## src/rtl/core/ssk_store.sv

```systemverilog
// Id memory: one write port, one registered read port.
module ssk_store #(
    parameter int unsigned DEPTH = 48,
    parameter int unsigned AW    = 6
) (
    input  logic          i_clk,
    input  logic          i_we,
    input  logic [AW-1:0] i_waddr,
    input  logic [63:0]   i_wdata,
    input  logic [AW-1:0] i_raddr,
    output logic [63:0]   o_rdata
);

    logic [63:0] r_mem [DEPTH];

    always_ff @(posedge i_clk) begin
        if (i_we) begin
            r_mem[i_waddr] <= i_wdata;
        end
        o_rdata <= r_mem[i_raddr];
    end

endmodule

```

## config.mk

```make
export PLATFORM = sky130hd
export DESIGN_NAME = ssk_store
export DESIGN_NICKNAME = d
export VERILOG_FILES = /design/src/rtl/core/ssk_store.sv
export SDC_FILE = /design/constraint.sdc
export NUM_CORES = 2
export LEC_CHECK = 0
export ABC_AREA = 1
export BUFFER_PORTS_ARGS = -buffer_cell sky130_fd_sc_hd__buf_2
export CAP_MARGIN = 20
export CORE_MARGIN = 2
export CORE_UTILIZATION = 50
export DETAILED_ROUTE_END_ITERATION = 10
export GPL_ROUTABILITY_DRIVEN = 0
export GPL_TIMING_DRIVEN = 1
export PLACE_DENSITY = 0.65
export SLEW_MARGIN = 5
export SYNTH_ARGS = -nofsm -noshare
export SYNTH_HDL_FRONTEND = slang
export SYNTH_SLANG_ARGS = --single-unit
```

## constraint.sdc

```tcl
create_clock -name i_clk -period 24.7 [get_ports i_clk]
set_clock_uncertainty 0.1 [all_clocks]
set_input_delay 7.41 -clock i_clk [delete_from_list [all_inputs] [get_ports i_clk]]
set_output_delay 7.41 -clock i_clk [all_outputs]
set_load 0.005 [all_outputs]
```

Word level (Yosys, flattened, before mapping)
Memory sizes are Yosys's and may differ from the RTL's. A register that Yosys moved wholly into a read port is not among the register bits.
Index checks and enable logic that the tools add are counted.

storage, ports and cells
  RAM bits = 3,072
  word-level logic and storage cells = 3
  bits of input ports = 78
  memories = 1
  bits in registers = 0

memory list
  memory  words  bits a word  read ports  clocked after Yosys merged registers in  write ports  RTL line  text
  r_mem   48     64           1           1                                        1            14        logic [63:0] r_mem [DEPTH];

operators by class
  multiplexer cells = 2

operators with widths
  kind               number
  two-way mux 1 bit  2

Logic depth before layout (Yosys ltp)
  depth after elaboration = 2
  depth in mapped cells = 14
  mapped depth without buffers = 9

Worst setup path before layout
OpenSTA, ideal clock, no wires.

  path kind = in2reg
  from = input i_we
  to = memory r_mem[27][0], enable pin
  arrival = 13.880 ns
  path buffers = 1
  setup slack = 10.069 ns
  setup time = 0.651 ns
  cell stages on the path = 3
  cells stage by stage = clkbuf_1 nand2_1 nor4_1

between the ends
  cells in the longest elaborated chain, start to end = 2

ends and longest elaborated chain
  element                                  RTL line  text
  from (decl)                              7         input logic i_we,
  two-way mux 1 bit                        17        if (i_we) begin
  two-way mux 1 bit (implied by the code)  18        r_mem[i_waddr] <= i_wdata;
  to (decl)                                14

No other way between the ends.

==> impl_results.md <==
- Run status: finished with violations
- Failing checks: design-rule violations
- List of most frequent post-synthesis cells: 3072 x sky130_fd_sc_hd__edfxtp_1, 2530 x sky130_fd_sc_hd__nand2_1, 1976 x sky130_fd_sc_hd__nand3_1
- Relative area change from synthesis to final layout: 10.2%
- Final net count: 9963
- First-pass GRT wire length: 533000 microns
- Clock network fraction of total power: 41.3%
- Count of warnings emitted by yosys: 0
- Highest achievable clock rate: 87.8 MHz
- Startpoint-to-endpoint class of the critical path: in -> reg
- Switching power summed over all nets: 0.00246 W
- Top fanout value on the critical path: 371
- Type of the most critical hold path: reg -> reg
- Least-Margin Pin Slew: 1.46 ns
- Number of antenna violations at the first check in global routing: 43
- H-tree depth: 5
- Maximum number of pins on one net before global-route repair: 372
- Final cycle utilization of the critical path: 46.1%
- Dominant synthesized flop cell: sky130_fd_sc_hd__edfxtp_1
- Initial Utilization: 50.2%
- Synth Register Bits: 3136
- Clock tree buffer depth: 4
- Proportion of register bits with asynchronous set or reset after synthesis: 0%
- Post-CTS setup repair buffer count: 0
- Number of cells on the worst hold path: 6
- Number of CTS-inserted buffers: 326
- End of the worst register-to-register path: o_rdata[13]
- Placed wire-length estimate after detailed placement: 177000 microns
- Synthesized area per cell: 12.5 sq um
- Number of max-slew violations in the final report: 0
- Vias per std cell: 6.08
- Proportion of netlist area held by the largest area contributor: 74.2%
- Reg2reg setup slack: 22.85 ns
- Share of total power in sequential cells: 53.3%
- Leftover overflow at the end of global routing: 0
- Number of global-route vias before repair: 77156
- Number of maximum-capacitance violations: 0
- Core Rows: 183
- Post-Synthesis Cells: 9921
- DRC viols: 2
- Number of DRC markers in iteration 0: 12376
- Top cells by area in the synthesized netlist: sky130_fd_sc_hd__edfxtp_1 74%, sky130_fd_sc_hd__nand3_1 8.0%, sky130_fd_sc_hd__nand2_1 7.6%, sky130_fd_sc_hd__nor2_1 2.5%, sky130_fd_sc_hd__o21ai_0 2.0%
- Share of synthesized area occupied by flip-flops and latches: 75.2%
- Destination of the worst hold path: o_rdata[3]
- Final wirelength: 371000 microns
- Leading cell type by number of instances after synthesis: sky130_fd_sc_hd__edfxtp_1
- Depth of the worst register-to-register path: 8
- Required time of the critical path: 25.47 ns
- Length of the first detailed-routing pass in iterations: 11
- Count of input and output buffers: 141
- Time the worst path needs with I/O delays and setup: 11.39 ns
- Total number of vias: 81886
- Kind of start point of the critical path: primary input
- Cell Pwr Density: 81.1 nW/um^2
- Resize count post-CTS: 0
- Root cell of the clock tree: sky130_fd_sc_hd__clkbuf_16
- Tot GR Track Use: 29.0%
- Worst EP arrival: 12.16 ns
- Fraction of power consumed by combinational cells: 5.5%
- Die Outline Area: 253000 sq um
- Worst IR drop on VDD: 75.0 uV
- I/O pins: 142
- TritonCTS clock tree: yes
- Setup TNS: 0 ns
- Fin Hold WS: 0.610 ns
- Switching Fraction: 22.1%
- Wire per inst: 27.6 microns
- Final core area utilization: 55.3%
- Number of nets in the synthesized netlist: 9999
- Internal cell power: 0.00866 W
- Worst flop-to-flop path startpoint: r_mem[13][13]
- Count of distinct cell types in the synthesized netlist: 22
- Count of hold buffers inserted by post-cts repair: 0
- Remaining number of nets flagged by the antenna check after routing: 0
- Cell area after technology mapping: 124000 sq um
- Horizontal extent of the die: 503 microns
- Placeable core area: 248000 sq um
- Hold wc startpoint: r_mem[45][3]
- CP Capture Type: register
- Total of endpoints with negative setup slack in the final report: 0
- Total count of hold-check failures in the final report: 0
- Clock latency at the later pin of the worst-skew pair: 0.96 ns
- Library cell occupying the most area in the post-synthesis netlist: sky130_fd_sc_hd__edfxtp_1
- Clock-pin slew on the worst setup and hold paths: 0.06 ns
- Fraction of layout cells with a size suffix above 1: 7.77%
- Leak Pwr: 46.9 nW
- Setup repair after global routing missed its margin: false
- EDFF count, synth: 3072
- CTS sink cnt: 3136
- Max-slew headroom: 2.62%
- Overall die height: 503 microns
[critical path, cell delays in order]
cell                        delay, ns
sky130_fd_sc_hd__buf_8           0.21
sky130_fd_sc_hd__clkinv_16       0.47
sky130_fd_sc_hd__buf_4           0.92
sky130_fd_sc_hd__buf_4           0.91
sky130_fd_sc_hd__buf_4           0.95
sky130_fd_sc_hd__nand2_1         0.12
sky130_fd_sc_hd__nand3_1         0.12
sky130_fd_sc_hd__nand3_1         0.09
sky130_fd_sc_hd__nand2_1         0.10
sky130_fd_sc_hd__nand2_1         0.06
sky130_fd_sc_hd__nand3_1         0.12
sky130_fd_sc_hd__nand3_1         0.10
sky130_fd_sc_hd__nand2_1         0.10
[cell families after synthesis]
kind of cell	after synthesis	share of synthesized area, %
AND/OR/NAND/NOR	5332	18.1
AO/OA/AOI/OAI	768	3.61
flip-flops	3136	75.2
buffers and inverters	685	3.11
[per-stage QoR]
step	setup WS, ns	cell area (sq um)	std cells	total power, W
3_3_place_gp	12.41	127000	12886	0.00662
2_1_floorplan	10.07	124000	9921	0.00638
3_5_place_dp	12.44	127000	12886	0.00663
6_report	13.31	137000	13462	0.0111
5_1_grt	13.09	137000	13455	0.0114
4_1_cts	13.47	137000	13448	0.0112
[routing by layer]
| layer | routed length (microns) | global-route usage [%] |
|---|---|---|
| met4 | 16600 | 11.9 |
| met5 | 143 | 0 |
| met2 | 172000 | 46.1 |
| met3 | 39700 | 5.19 |
| met1 | 143000 | 39.6 |
[power by group through the flow]
stage / logic (W) / registers (W) / clock network [W]
after floorplan: 0.000364 / 0.00602 / 0
after global placement: 0.000587 / 0.00603 / 0
after detailed placement: 0.000598 / 0.00603 / 0
after CTS: 0.000600 / 0.00592 / 0.00463
after global routing: 0.000662 / 0.00592 / 0.00484
final: 0.000607 / 0.00592 / 0.00459
[registers in the layout, indices dropped and copies added (netlist names)]
register / cells
o_rdata: 64
r_mem: 3072
[final cells by class]
| type | count | area, sq um |
|---|---|---|
| tap | 3330 | 4170 |
| clock inverter | 112 | 678 |
| timing repair buffer | 301 | 2100 |
| inverter | 20 | 129 |
| antenna | 13 | 32.5 |
| sequential | 3136 | 93500 |
| fill | 19971 | 111000 |
| multi-input combinational | 6100 | 27300 |
| clock buffer | 450 | 9140 |
[placed cells by master (no fill, tap or decap), types with 5 or more instances in the layout]
master	count
sky130_fd_sc_hd__buf_12	10
sky130_fd_sc_hd__buf_2	135
sky130_fd_sc_hd__buf_4	150
sky130_fd_sc_hd__bufinv_16	5
sky130_fd_sc_hd__clkbuf_1	85
sky130_fd_sc_hd__clkbuf_16	337
sky130_fd_sc_hd__clkbuf_8	28
sky130_fd_sc_hd__clkinv_1	46
sky130_fd_sc_hd__clkinv_2	46
sky130_fd_sc_hd__clkinvlp_4	7
sky130_fd_sc_hd__dfxtp_1	64
sky130_fd_sc_hd__diode_2	13
sky130_fd_sc_hd__edfxtp_1	3072
sky130_fd_sc_hd__inv_1	14
sky130_fd_sc_hd__nand2_1	2530
sky130_fd_sc_hd__nand3_1	1976
sky130_fd_sc_hd__nor2_1	769
sky130_fd_sc_hd__nor2_4	47
sky130_fd_sc_hd__nor3_1	8
sky130_fd_sc_hd__o211ai_1	256
sky130_fd_sc_hd__o21ai_0	495
sky130_fd_sc_hd__o21ai_1	17
[worst max-delay path by stage]
| stage | start | to | slack [ns] |
|---|---|---|---|
| finish | i_raddr[0] | o_rdata[51] | 13.31 |
| global route | i_raddr[0] | o_rdata[51] | 13.09 |
| CTS | i_raddr[0] | o_rdata[63] | 13.47 |
| detailed placement | i_raddr[0] | o_rdata[63] | 12.44 |
| global placement | i_raddr[0] | o_rdata[63] | 12.41 |
| floorplan | i_we | r_mem[27][0] | 10.07 |
No activity file was read; power rests on OpenSTA's default activity.
