## src/rtl/core/ssk_pkg.sv

```systemverilog
package ssk_pkg;

    localparam int unsigned MAX_IDS_DEF = 16;
    localparam int unsigned NUM_DOMAINS = 3;
    localparam logic [63:0] HASH_MULT   = 64'd1099511628211;
    localparam logic [63:0] HASH_SEED   = 64'd14695981039346656037;
    localparam logic [63:0] SIGN_BIAS   = 64'h8000_0000_0000_0000;

    localparam logic OP_ADD    = 1'b0;
    localparam logic OP_FINISH = 1'b1;

    localparam logic [1:0] DOM_ALL     = 2'd0;
    localparam logic [1:0] DOM_ANY     = 2'd1;
    localparam logic [1:0] DOM_EXCLUDE = 2'd2;

    typedef enum logic [3:0] {
        S_IDLE,
        S_INS_RD,
        S_INS_CMP,
        S_HDR,
        S_ID_RD,
        S_ID_WAIT,
        S_BYTE,
        S_MUL_HI,
        S_MUL_SUM,
        S_OUT
    } t_state;

    // Request from the controller to the FNV unit: one 64-bit word to absorb.
    typedef struct packed {
        logic        start;
        logic        init;
        logic [63:0] word;
    } t_hash_req;

    typedef struct packed {
        logic        busy;
        logic [63:0] hash;
    } t_hash_rsp;

endpackage

```

## src/rtl/core/ssk_fnv.sv

```systemverilog
// Absorbs one 64-bit word into the FNV-1a hash, one byte at a time:
// xor, then the 64-bit product split into a low and a high 32-bit partial product.
module ssk_fnv (
    input  logic                i_clk,
    input  logic                i_rst_n,
    input  ssk_pkg::t_hash_req  i_req,
    output ssk_pkg::t_hash_rsp  o_rsp
);

    logic [1:0]  r_phase;
    logic [2:0]  r_byte;
    logic        r_busy;
    logic [63:0] r_hash;
    logic [63:0] r_word;
    logic [63:0] r_lo;
    logic [31:0] r_hi;
    logic [63:0] w_x;

    assign w_x = r_hash;

    always_ff @(posedge i_clk) begin
        if (!i_rst_n) begin
            r_busy  <= 1'b0;
            r_phase <= 2'd0;
            r_byte  <= 3'd0;
        end else if (i_req.start) begin
            r_busy  <= 1'b1;
            r_phase <= 2'd0;
            r_byte  <= 3'd0;
        end else if (r_busy) begin
            unique case (r_phase)
                2'd0: r_phase <= 2'd1;
                2'd1: r_phase <= 2'd2;
                default: begin
                    r_phase <= 2'd0;
                    r_byte  <= r_byte + 3'd1;
                    if (r_byte == 3'd7) begin
                        r_busy <= 1'b0;
                    end
                end
            endcase
        end
    end

    always_ff @(posedge i_clk) begin
        if (i_req.start) begin
            r_word <= i_req.word;
            if (i_req.init) begin
                r_hash <= ssk_pkg::HASH_SEED;
            end
        end else if (r_busy) begin
            unique case (r_phase)
                2'd0: begin
                    r_hash <= r_hash ^ {56'd0, r_word[7:0]};
                    r_word <= r_word >> 8;
                end
                2'd1: begin
                    r_lo <= 64'(w_x[31:0] * ssk_pkg::HASH_MULT[31:0]);
                    r_hi <= 32'(w_x[63:32] * ssk_pkg::HASH_MULT[31:0]
                              + w_x[31:0] * ssk_pkg::HASH_MULT[63:32]);
                end
                default: begin
                    r_hash <= r_lo + {r_hi, 32'd0};
                end
            endcase
        end
    end

    assign o_rsp.busy = r_busy;
    assign o_rsp.hash = r_hash;

endmodule

```

## config.mk

```make
export PLATFORM = sky130hd
export DESIGN_NAME = ssk_fnv
export DESIGN_NICKNAME = d
export VERILOG_FILES = /design/src/rtl/core/ssk_pkg.sv /design/src/rtl/core/ssk_fnv.sv
export SDC_FILE = /design/constraint.sdc
export NUM_CORES = 1
export LEC_CHECK = 0
export ABC_AREA = 1
export BUFFER_PORTS_ARGS = -buffer_cell sky130_fd_sc_hd__buf_2
export CAP_MARGIN = 20
export CORE_MARGIN = 5
export CORE_UTILIZATION = 50
export CTS_BUF_LIST = sky130_fd_sc_hd__clkbuf_8
export DETAILED_ROUTE_END_ITERATION = 6
export PLACE_DENSITY = 0.68
export SLEW_MARGIN = 15
export SYNTH_ARGS = -nofsm -noshare
export SYNTH_HDL_FRONTEND = slang
export SYNTH_SLANG_ARGS = --single-unit
```

## constraint.sdc

```tcl
create_clock -name i_clk -period 10.4 [get_ports i_clk]
set_input_delay 0 -clock i_clk [delete_from_list [all_inputs] [get_ports i_clk]]
set_output_delay 0 -clock i_clk [all_outputs]
set_load 0.05 [all_outputs]
```

# Word level (Yosys, flattened, before mapping)
# Cells that the tools add are included.
[classes] n_addsub=3 n_mul=2 eq_ne=4 muxes=12 bitwise=4 n_reduce_logical=9
[op_table] op="$mux W64" count=6
[op_table] op="$pmux W64 S2" count=1
[op_table] op="$add A41 B64 Y64" count=1
[op_table] op="$xor A64 B8 Y64" count=1
[op_table] op="$mul A32 B9 Y41 const B" count=1
[op_table] op="$add A32 B32 Y32" count=1
[op_table] op="$mul A32 B9 Y32 const B" count=1
[op_table] op="$reduce_and A3 Y1" count=2
[op_table] op="$mux W1" count=4
[op_table] op="$ne A2 B2 Y1 const B" count=2
[op_table] op="$pmux W2 S2" count=1
[op_table] op="$reduce_and A2 Y1" count=2
[op_table] op="$reduce_bool A2 Y1" count=2
[op_table] op="$reduce_or A2 Y1" count=2
[op_table] op="$add A3 B1 Y3 const B" count=1
[op_table] op="$eq A3 B3 Y1 const B" count=1
[op_table] op="$not A1 Y1" count=3
[op_table] op="$eq A2 B1 Y1 const B" count=1
[op_table] op="$logic_not A2 Y1" count=1
[word_totals] reg_bits=207 in_bits=68 output_inout_bits=65 word_cells=41

# Longest topological paths before layout
# Gate-level depths: netlist of run 1.
[depth] ltp_word=5 ltp_mapped=23 depth_no_buf=23

# Least setup slack after synthesis of run 1
# No wires, ideal clock.
[synth_path] path_type="register to register" start="register r_busy" end="register r_hash[0], enable pin" setup_time_ns=0.581 arrival_ns=5.223 setup_slack_ns=4.596 path_stages_with_launch=3 path_buffers=0 period_less_slack_ns=5.804 path_cell_list="dfxtp_1 > inv_1 > o31ai_1"
[synth_between] elab_chain_cells=2
[synth_rtl] element="from (decl)" line="ssk_fnv.sv:12" rtl="logic r_busy;"
[synth_rtl] element="from (signal assigned)" line="ssk_fnv.sv:23" rtl="r_busy <= 1'b0;"
[synth_rtl] element="from (signal assigned)" line="ssk_fnv.sv:27" rtl="r_busy <= 1'b1;"
[synth_rtl] element="from (signal assigned)" line="ssk_fnv.sv:38" rtl="r_busy <= 1'b0;"
[synth_rtl] element="$reduce_bool A2 Y1 (no line)"
[synth_rtl] element="$reduce_and A3 Y1 (no line)"
[synth_rtl] element="to (signal assigned)" line="ssk_fnv.sv:49" rtl="r_hash <= ssk_pkg::HASH_SEED;"
[synth_rtl] element="to (signal assigned)" line="ssk_fnv.sv:54" rtl="r_hash <= r_hash ^ {56'd0, r_word[7:0]};"
[synth_rtl] element="to (signal assigned)" line="ssk_fnv.sv:63" rtl="r_hash <= r_lo + {r_hi, 32'd0};"
[synth_rtl] element="to (decl)" line="ssk_fnv.sv:13" rtl="logic [63:0] r_hash;"
# Every way passes these cells.
# A chain may end at the register's enable or synchronous reset.

# Final worst setup path of run 1
[layout_path] start="register r_hash[36]" end="register r_hi[30] (data pin)"
[layout_between] elab_chain_cells=2
[layout_rtl] element="$mul A32 B9 Y32" line="ssk_fnv.sv:59" rtl="r_hi <= 32'(w_x[63:32] * ssk_pkg::HASH_MULT[31:0]"
[layout_rtl] element="$add A32 B32 Y32" line="ssk_fnv.sv:60" rtl="+ w_x[31:0] * ssk_pkg::HASH_MULT[63:32]);"
[layout_rtl] element="to (signal assigned)" line="ssk_fnv.sv:59"
[layout_rtl] element="to (decl)" line="ssk_fnv.sv:16" rtl="logic [31:0] r_hi;"
# Every way passes these cells.

==> results.md, run 1 <==
- Buffers and inverters on the worst path: 5
- Fraction of final layout cells with drive strength greater than 1: 0.0868
- Area growth from synthesis to layout: 12.8%
- CP max FO: 5
- DRT iter0 DRCs: 1093
- Hold bufs inserted after CTS: 66
- Nature of the critical path endpoint: flip-flop
- Number of unique standard cell types used by synthesis: 37
- Clock tree root driver cell: sky130_fd_sc_hd__clkbuf_8
- Final setup skew: 0.0360 ns
- Basic-gate share of the synthesized area counting and, or, nand and nor cells: 0.203
- RSZ-0062 raised after global routing: no
- Detailed-route via count: 17519
- Drt wl/cell: 18.3 um
- Cells resized by post-CTS repair: 0
- Drt total wl: 63100 um
- Number of enable-type register cells in the synthesized netlist: 201
- Worst setup path startpoint: r_hash[36]
- Post-CTS setup-driven buffer insertion count: 0
- Number of hold violations in the final report: 0
- Top cell types by occurrence after synthesis: sky130_fd_sc_hd__nand2_1 (721), sky130_fd_sc_hd__inv_1 (626), sky130_fd_sc_hd__fa_1 (231)
- GRT overflow: 0
- Hold Path Class: in -> reg
- Share of the cycle needed by the critical path after routing: 0.468
- Tot GR Track Use: 0.271
- Instance count of the mapped netlist: 2617
- Sequential cell area: 6160 um^2
- Largest area contributor in the synthesized netlist: sky130_fd_sc_hd__edfxtp_1
- Via count of the first global-routing pass: 18694
- Clock Sink Count: 207
- Final #Nets: 3308
- Multiplexer share of the synthesized area: 0
- Depth of the CTS H-tree: 2
- Multi-input logic area: 13000 um^2
- Most used flip-flop cell after synthesis: sky130_fd_sc_hd__edfxtp_1
- Crit Path Category: reg -> reg
- Clock buffer depth: 3
- Floorplan Core Area: 42900 um^2
- Top cell family by delay on the critical path: adder cells
- Cell Chain, Critical Path: ha_1, inv_1, fa_1, inv_1, fa_1, fa_1, inv_1, fa_1, inv_1, ha_1, a21oi_1, inv_1, o21ai_0, nand3b_1, nand2_1, nand3_1, nand2_1, nand2_1
- Area share of the largest cell type after synthesis: 0.279
- Row cnt: 76
- RD Place Congestion: 1.01
- Most numerous cell on the critical path: sky130_fd_sc_hd__inv_1
- Status: finished clean
- Fmax: 205 MHz
- Area of the die: 47500 um^2
- Via count normalized by instance count: 5.09
- Die X-Extent: 218 um
- Count of pins over their slew limit: 0
- Required time at the worst-slack endpoint: 10.78 ns
- Xor and xnor area share after synthesis: 0.0276
- Total half-perimeter wirelength after legalization and detailed placement: 50500 um
- Total of warnings raised by yosys: 0
- Per-instance average area after synthesis: 8.26 um^2
- Startpoint of the lowest-slack hold path: i_rst_n
- Initial antenna violation count: 1
- Combinational family with the most area after synthesis: adder cells
- Fill cells: 3891
- Quantity of I/O buffers inserted on ports: 132
- Endpoints failing setup: 0
- Cts bufs inserted: 40
- Post-synth ARST share: 0
- Most instantiated library cell after synthesis: sky130_fd_sc_hd__nand2_1
- Post-synthesis net count: 3093
- Post-synthesis sequential element count: 207
- Main area contributors after synthesis: sky130_fd_sc_hd__edfxtp_1 (28%), sky130_fd_sc_hd__fa_1 (21%), sky130_fd_sc_hd__nand2_1 (13%)
- Maximum Capacitance Violations: 0
- Worst-skew pair later-pin latency: 0.63 ns
- Synthesized cell area: 21600 um^2
- Aggregate negative setup slack: 0 ns
- Data arrival time of the worst path: 5.25 ns
- Highest cell delay on the worst timing path: 0.55 ns
- Actual slew at the worst max-slew pin: 1.02 ns
- Worst-path cell with the longest stage delay: sky130_fd_sc_hd__fa_1
- Minimum clock period after layout: 4.87 ns
- Top-level I/O count: 133
- Global-route wire length before repair: 100000 um
- Clock slew seen by the registers of the worst setup and hold paths: 0.06 ns
- Fraction of the mapped netlist area in adder cells: 0.316
- Critical register-to-register path startpoint: r_hash[36]
- Pre-Repair DR Iteration Count: 5
- Die height: 218 um
- Compound-Gate Fraction of Synth Area: 0.0508
- Drc violations: 0
- Largest net degree at the start of global routing: 91
- Initial Utilization: 0.504
- Share of the yosys chip area belonging to registers: 0.285
- Headroom to the max-slew limit: 0.321
- Category of the worst setup path launch point: flip-flop
- Number of antenna-violating nets in the routed design: 0
- TritonCTS clock tree: yes
[metrics by stage]
stage / setup WS, ns / utilization / area (um^2) / cells / hold slack, ns
2_1_floorplan: 4.60 / - / 21600 / 2617 / 0.118
3_3_place_gp: 5.56 / 0.535 / 23000 / 3308 / 0.220
3_5_place_dp: 5.57 / 0.535 / 23000 / 3308 / 0.226
4_1_cts: 5.54 / 0.568 / 24400 / 3442 / 0.102
5_1_grt: 5.24 / 0.569 / 24400 / 3444 / 0.121
6_report: 5.53 / 0.569 / 24400 / 3444 / 0.144
[final timing paths]
kind                                   to  slack, ns  cells after the start
worst min register to register  r_byte[1]       0.48                      2
worst min-delay path               r_busy       0.14                      3
worst max register to register   r_hi[30]       5.53                     18
worst max-delay path             r_hi[30]       5.53                     18
[registers in the layout (all words and copies together) (netlist names)]
register  cells
r_byte        3
r_lo         41
r_hash       64
r_phase       2
r_hi         32
r_word       64
r_busy        1
[layout make-up]
cell class	count	share of cell area
multi-input combinational	1741	0.532
sequential	207	0.252
inverter	635	0.0978
timing repair buffer	207	0.0579
tap	585	0.0300
clock buffer	40	0.0226
clock inverter	28	0.00770
antenna	1	0.000103
[logic make-up (layout without fill, tap and decap cells)]
logic type | after synthesis | count (layout)
buffers and inverters | 669 | 910
and+or+nand+nor | 1061 | 1061
adders and majority gates | 408 | 408
DFF | 207 | 207
AOI/OAI and AO/OA | 204 | 204
xor gates and xnor gates | 68 | 68
other | 0 | 1
[cell usage in the layout (no fill, tap or decap), types with 4 or more instances in the layout]
master,count
sky130_fd_sc_hd__nand2_1,720
sky130_fd_sc_hd__inv_1,636
sky130_fd_sc_hd__fa_1,231
sky130_fd_sc_hd__edfxtp_1,201
sky130_fd_sc_hd__ha_1,177
sky130_fd_sc_hd__nor2_1,143
sky130_fd_sc_hd__buf_2,131
sky130_fd_sc_hd__a21oi_1,112
sky130_fd_sc_hd__nand3_1,98
sky130_fd_sc_hd__dlygate4sd3_1,66
sky130_fd_sc_hd__o21ai_0,61
sky130_fd_sc_hd__xor2_1,45
sky130_fd_sc_hd__clkbuf_8,40
sky130_fd_sc_hd__nand4_1,25
sky130_fd_sc_hd__xnor2_1,23
sky130_fd_sc_hd__nand2_2,16
sky130_fd_sc_hd__nor2_2,14
sky130_fd_sc_hd__nor3_1,14
sky130_fd_sc_hd__o21bai_1,13
sky130_fd_sc_hd__nand3b_1,10
sky130_fd_sc_hd__inv_2,9
sky130_fd_sc_hd__buf_4,9
sky130_fd_sc_hd__clkinv_1,8
sky130_fd_sc_hd__nor2_4,7
sky130_fd_sc_hd__o211ai_1,7
sky130_fd_sc_hd__dfxtp_1,6
sky130_fd_sc_hd__nor3_2,4
[metal layers]
metal / GRT usage / wire length, um
met1: 0.329 / 25200
met2: 0.485 / 32100
met3: 0.0361 / 2850
met4: 0.117 / 3010
met5: 0 / 0
[worst reg2reg max path: cells and delay by family, from the launching register on]
kind            cells  cell delay (ns)
fa+ha+maj           6             2.84
simple gates        5             0.59
flops               1             0.46
compound gates      2             0.39
buf+inv             5             0.35
Power of run 1 is left out: the tool's default activity adds up to more than one toggle a clock period on the data nets, which glitch-free logic cannot reach.
==> run 2, diff against run 1 <==
- clock period: 10.4 -> 5 ns (I/O delays scaled with it)
==> results.md, run 2 (same netlist as run 1, synthesis figures left out) <==
- Drt wl/cell: 18.6 um
- Data arrival time of the worst path: 5.21 ns
- Status: finished clean
- Number of hold violations in the final report: 0
- Nature of the critical path endpoint: flip-flop
- Clock Sink Count: 207
- Final setup skew: 0.0521 ns
- Die X-Extent: 218 um
- Worst-path cell with the longest stage delay: sky130_fd_sc_hd__fa_1
- Aggregate negative setup slack: 0 ns
- Fill cells: 3928
- Worst setup path startpoint: r_hash[36]
- Depth of the CTS H-tree: 2
- Buffers and inverters on the worst path: 4
- Final worst setup slack: 0.132 ns
- Quantity of I/O buffers inserted on ports: 132
- Tot GR Track Use: 0.273
- Largest registers ranked by flip-flop count: r_hash x64, r_word x64, r_lo x41
- Pre-Repair DR Iteration Count: 7
- Share of the cycle needed by the critical path after routing: 0.974
- Number of antenna-violating nets in the routed design: 0
- Final Util: 0.576
- RSZ-0062 raised after global routing: yes
- Minimum clock period after layout: 4.87 ns
- Required time at the worst-slack endpoint: 5.34 ns
- Via count of the first global-routing pass: 18764
- Clock buffer depth: 3
- Non-filler instance count after layout: 3462
- Final #Nets: 3320
- Area growth from synthesis to layout: 14.2%
- Highest cell delay on the worst timing path: 0.55 ns
- CP max FO: 4
- Category of the worst setup path launch point: flip-flop
- Actual slew at the worst max-slew pin: 1.01 ns
- Crit Path Category: reg -> reg
- RD Place Congestion: 1.07
- Largest net degree at the start of global routing: 91
- Top-level I/O count: 133
- Endpoints failing setup: 0
- Global-route met3 utilization: 0.0333
- Placed Cells incl. Taps: 3315
- Most common library cell in the layout ignoring fill and taps: sky130_fd_sc_hd__nand2_1
- Hold Path Class: in -> reg
- Clock slew seen by the registers of the worst setup and hold paths: 0.06 ns
- Fraction of final layout cells with drive strength greater than 1: 0.0998
- Global Route met1 Usage: 0.333
- GRT overflow: 0
- Floorplan Core Area: 42900 um^2
- Dpl ws: 0.158 ns
- Fmax: 205 MHz
- Drc violations: 0
- DRT iter0 DRCs: 1165
- Detailed-route via count: 17704
- Cell Chain, Critical Path: buf_4, buf_4, ha_1, xor2_1, nand2_1, nand2_1, fa_1, fa_1, inv_1, fa_1, inv_1, ha_1, a21oi_1, o21ai_1, nand3b_1, nand2_1, nand3_1, nand2_1, nand2_1
- Most frequent cells in the layout: sky130_fd_sc_hd__nand2_1 (717), sky130_fd_sc_hd__inv_1 (630), sky130_fd_sc_hd__fa_1 (231)
- Maximum Capacitance Violations: 0
- Clock tree root driver cell: sky130_fd_sc_hd__clkbuf_8
- Most numerous cell on the critical path: sky130_fd_sc_hd__nand2_1
- Layer with the highest usage after global routing: met2
- Area of the die: 47500 um^2
- Count of pins over their slew limit: 0
- Total half-perimeter wirelength after legalization and detailed placement: 51400 um
- Worst-skew pair later-pin latency: 0.63 ns
- Sequential cell area: 6160 um^2
- Initial antenna violation count: 0
- Global-route wire length before repair: 100000 um
- Top cell family by delay on the critical path: adder cells
- Row cnt: 76
- Global-route met2 utilization: 0.479
- TritonCTS clock tree: yes
- Initial Utilization: 0.504
- Startpoint of the lowest-slack hold path: i_rst_n
- Cts bufs inserted: 41
- Multi-input logic area: 13100 um^2
- Critical register-to-register path startpoint: r_hash[36]
- Via count normalized by instance count: 5.11
- Drt total wl: 64300 um
- Headroom to the max-slew limit: 0.330
- Die height: 218 um
==> run 2: cell types whose count changed in the layout (fill, tap and decap cells not counted), moves of 6 or more <==
cell,delta
sky130_fd_sc_hd__buf_4,+12
sky130_fd_sc_hd__inv_1,-6
sky130_fd_sc_hd__a21oi_1,-6
sky130_fd_sc_hd__clkinv_2,+7
sky130_fd_sc_hd__a21oi_2,+6
==> run 2: layer usage <==
| layer | vias up | wire (um) |
|---|---|---|
| li1 | 8479 | - |
| met1 | 8448 | 25300 |
| met2 | 595 | 31900 |
| met3 | 182 | 3440 |
| met4 | 0 | 3630 |
| met5 | - | 0 |
==> run 2: per-stage QoR <==
stage	hold slack, ns	cell area, um^2
floorplan	0.118	21600
global placement	0.220	23000
detailed placement	0.233	23000
CTS	0.130	24500
global route	0.168	24700
finish	0.188	24700
==> run 2: final timing paths <==
| kind | end | slack (ns) | cells past startpoint |
|---|---|---|---|
| min | r_busy | 0.19 | 3 |
| max reg2reg | r_hi[30] | 0.13 | 19 |
| min reg2reg | r_word[42] | 0.48 | 2 |
| max | r_hi[30] | 0.13 | 19 |
==> run 2: worst register-to-register path, delay by kind of cell, from the launching register on <==
family	cells	cell delay, ns
buffers and inverters	4	0.42
adders and majority gates	5	2.08
AOI/OAI and AO/OA	2	0.35
xor gates and xnor gates	1	0.36
DFF	1	0.48
and+or+nand+nor	7	0.92
==> run 2: layout make-up <==
class	count	area share
diodes	1	0.000101
clock buffers	41	0.0229
clock inverters	34	0.0119
flip-flops and latches	207	0.249
inverters	635	0.0966
repair buffers	218	0.0597
multi-input cells	1741	0.530
well taps	585	0.0297
==> run 2: timing repair <==
item | 4_1_cts | 5_1_grt
endpoints found under the hold margin | 96 | 0
hold buffers | 66 | 0
setup endpoints to repair | 0 | 14
setup buffers | 0 | 5
resized for setup | 0 | 25
Power of run 2 is left out for the same reason.
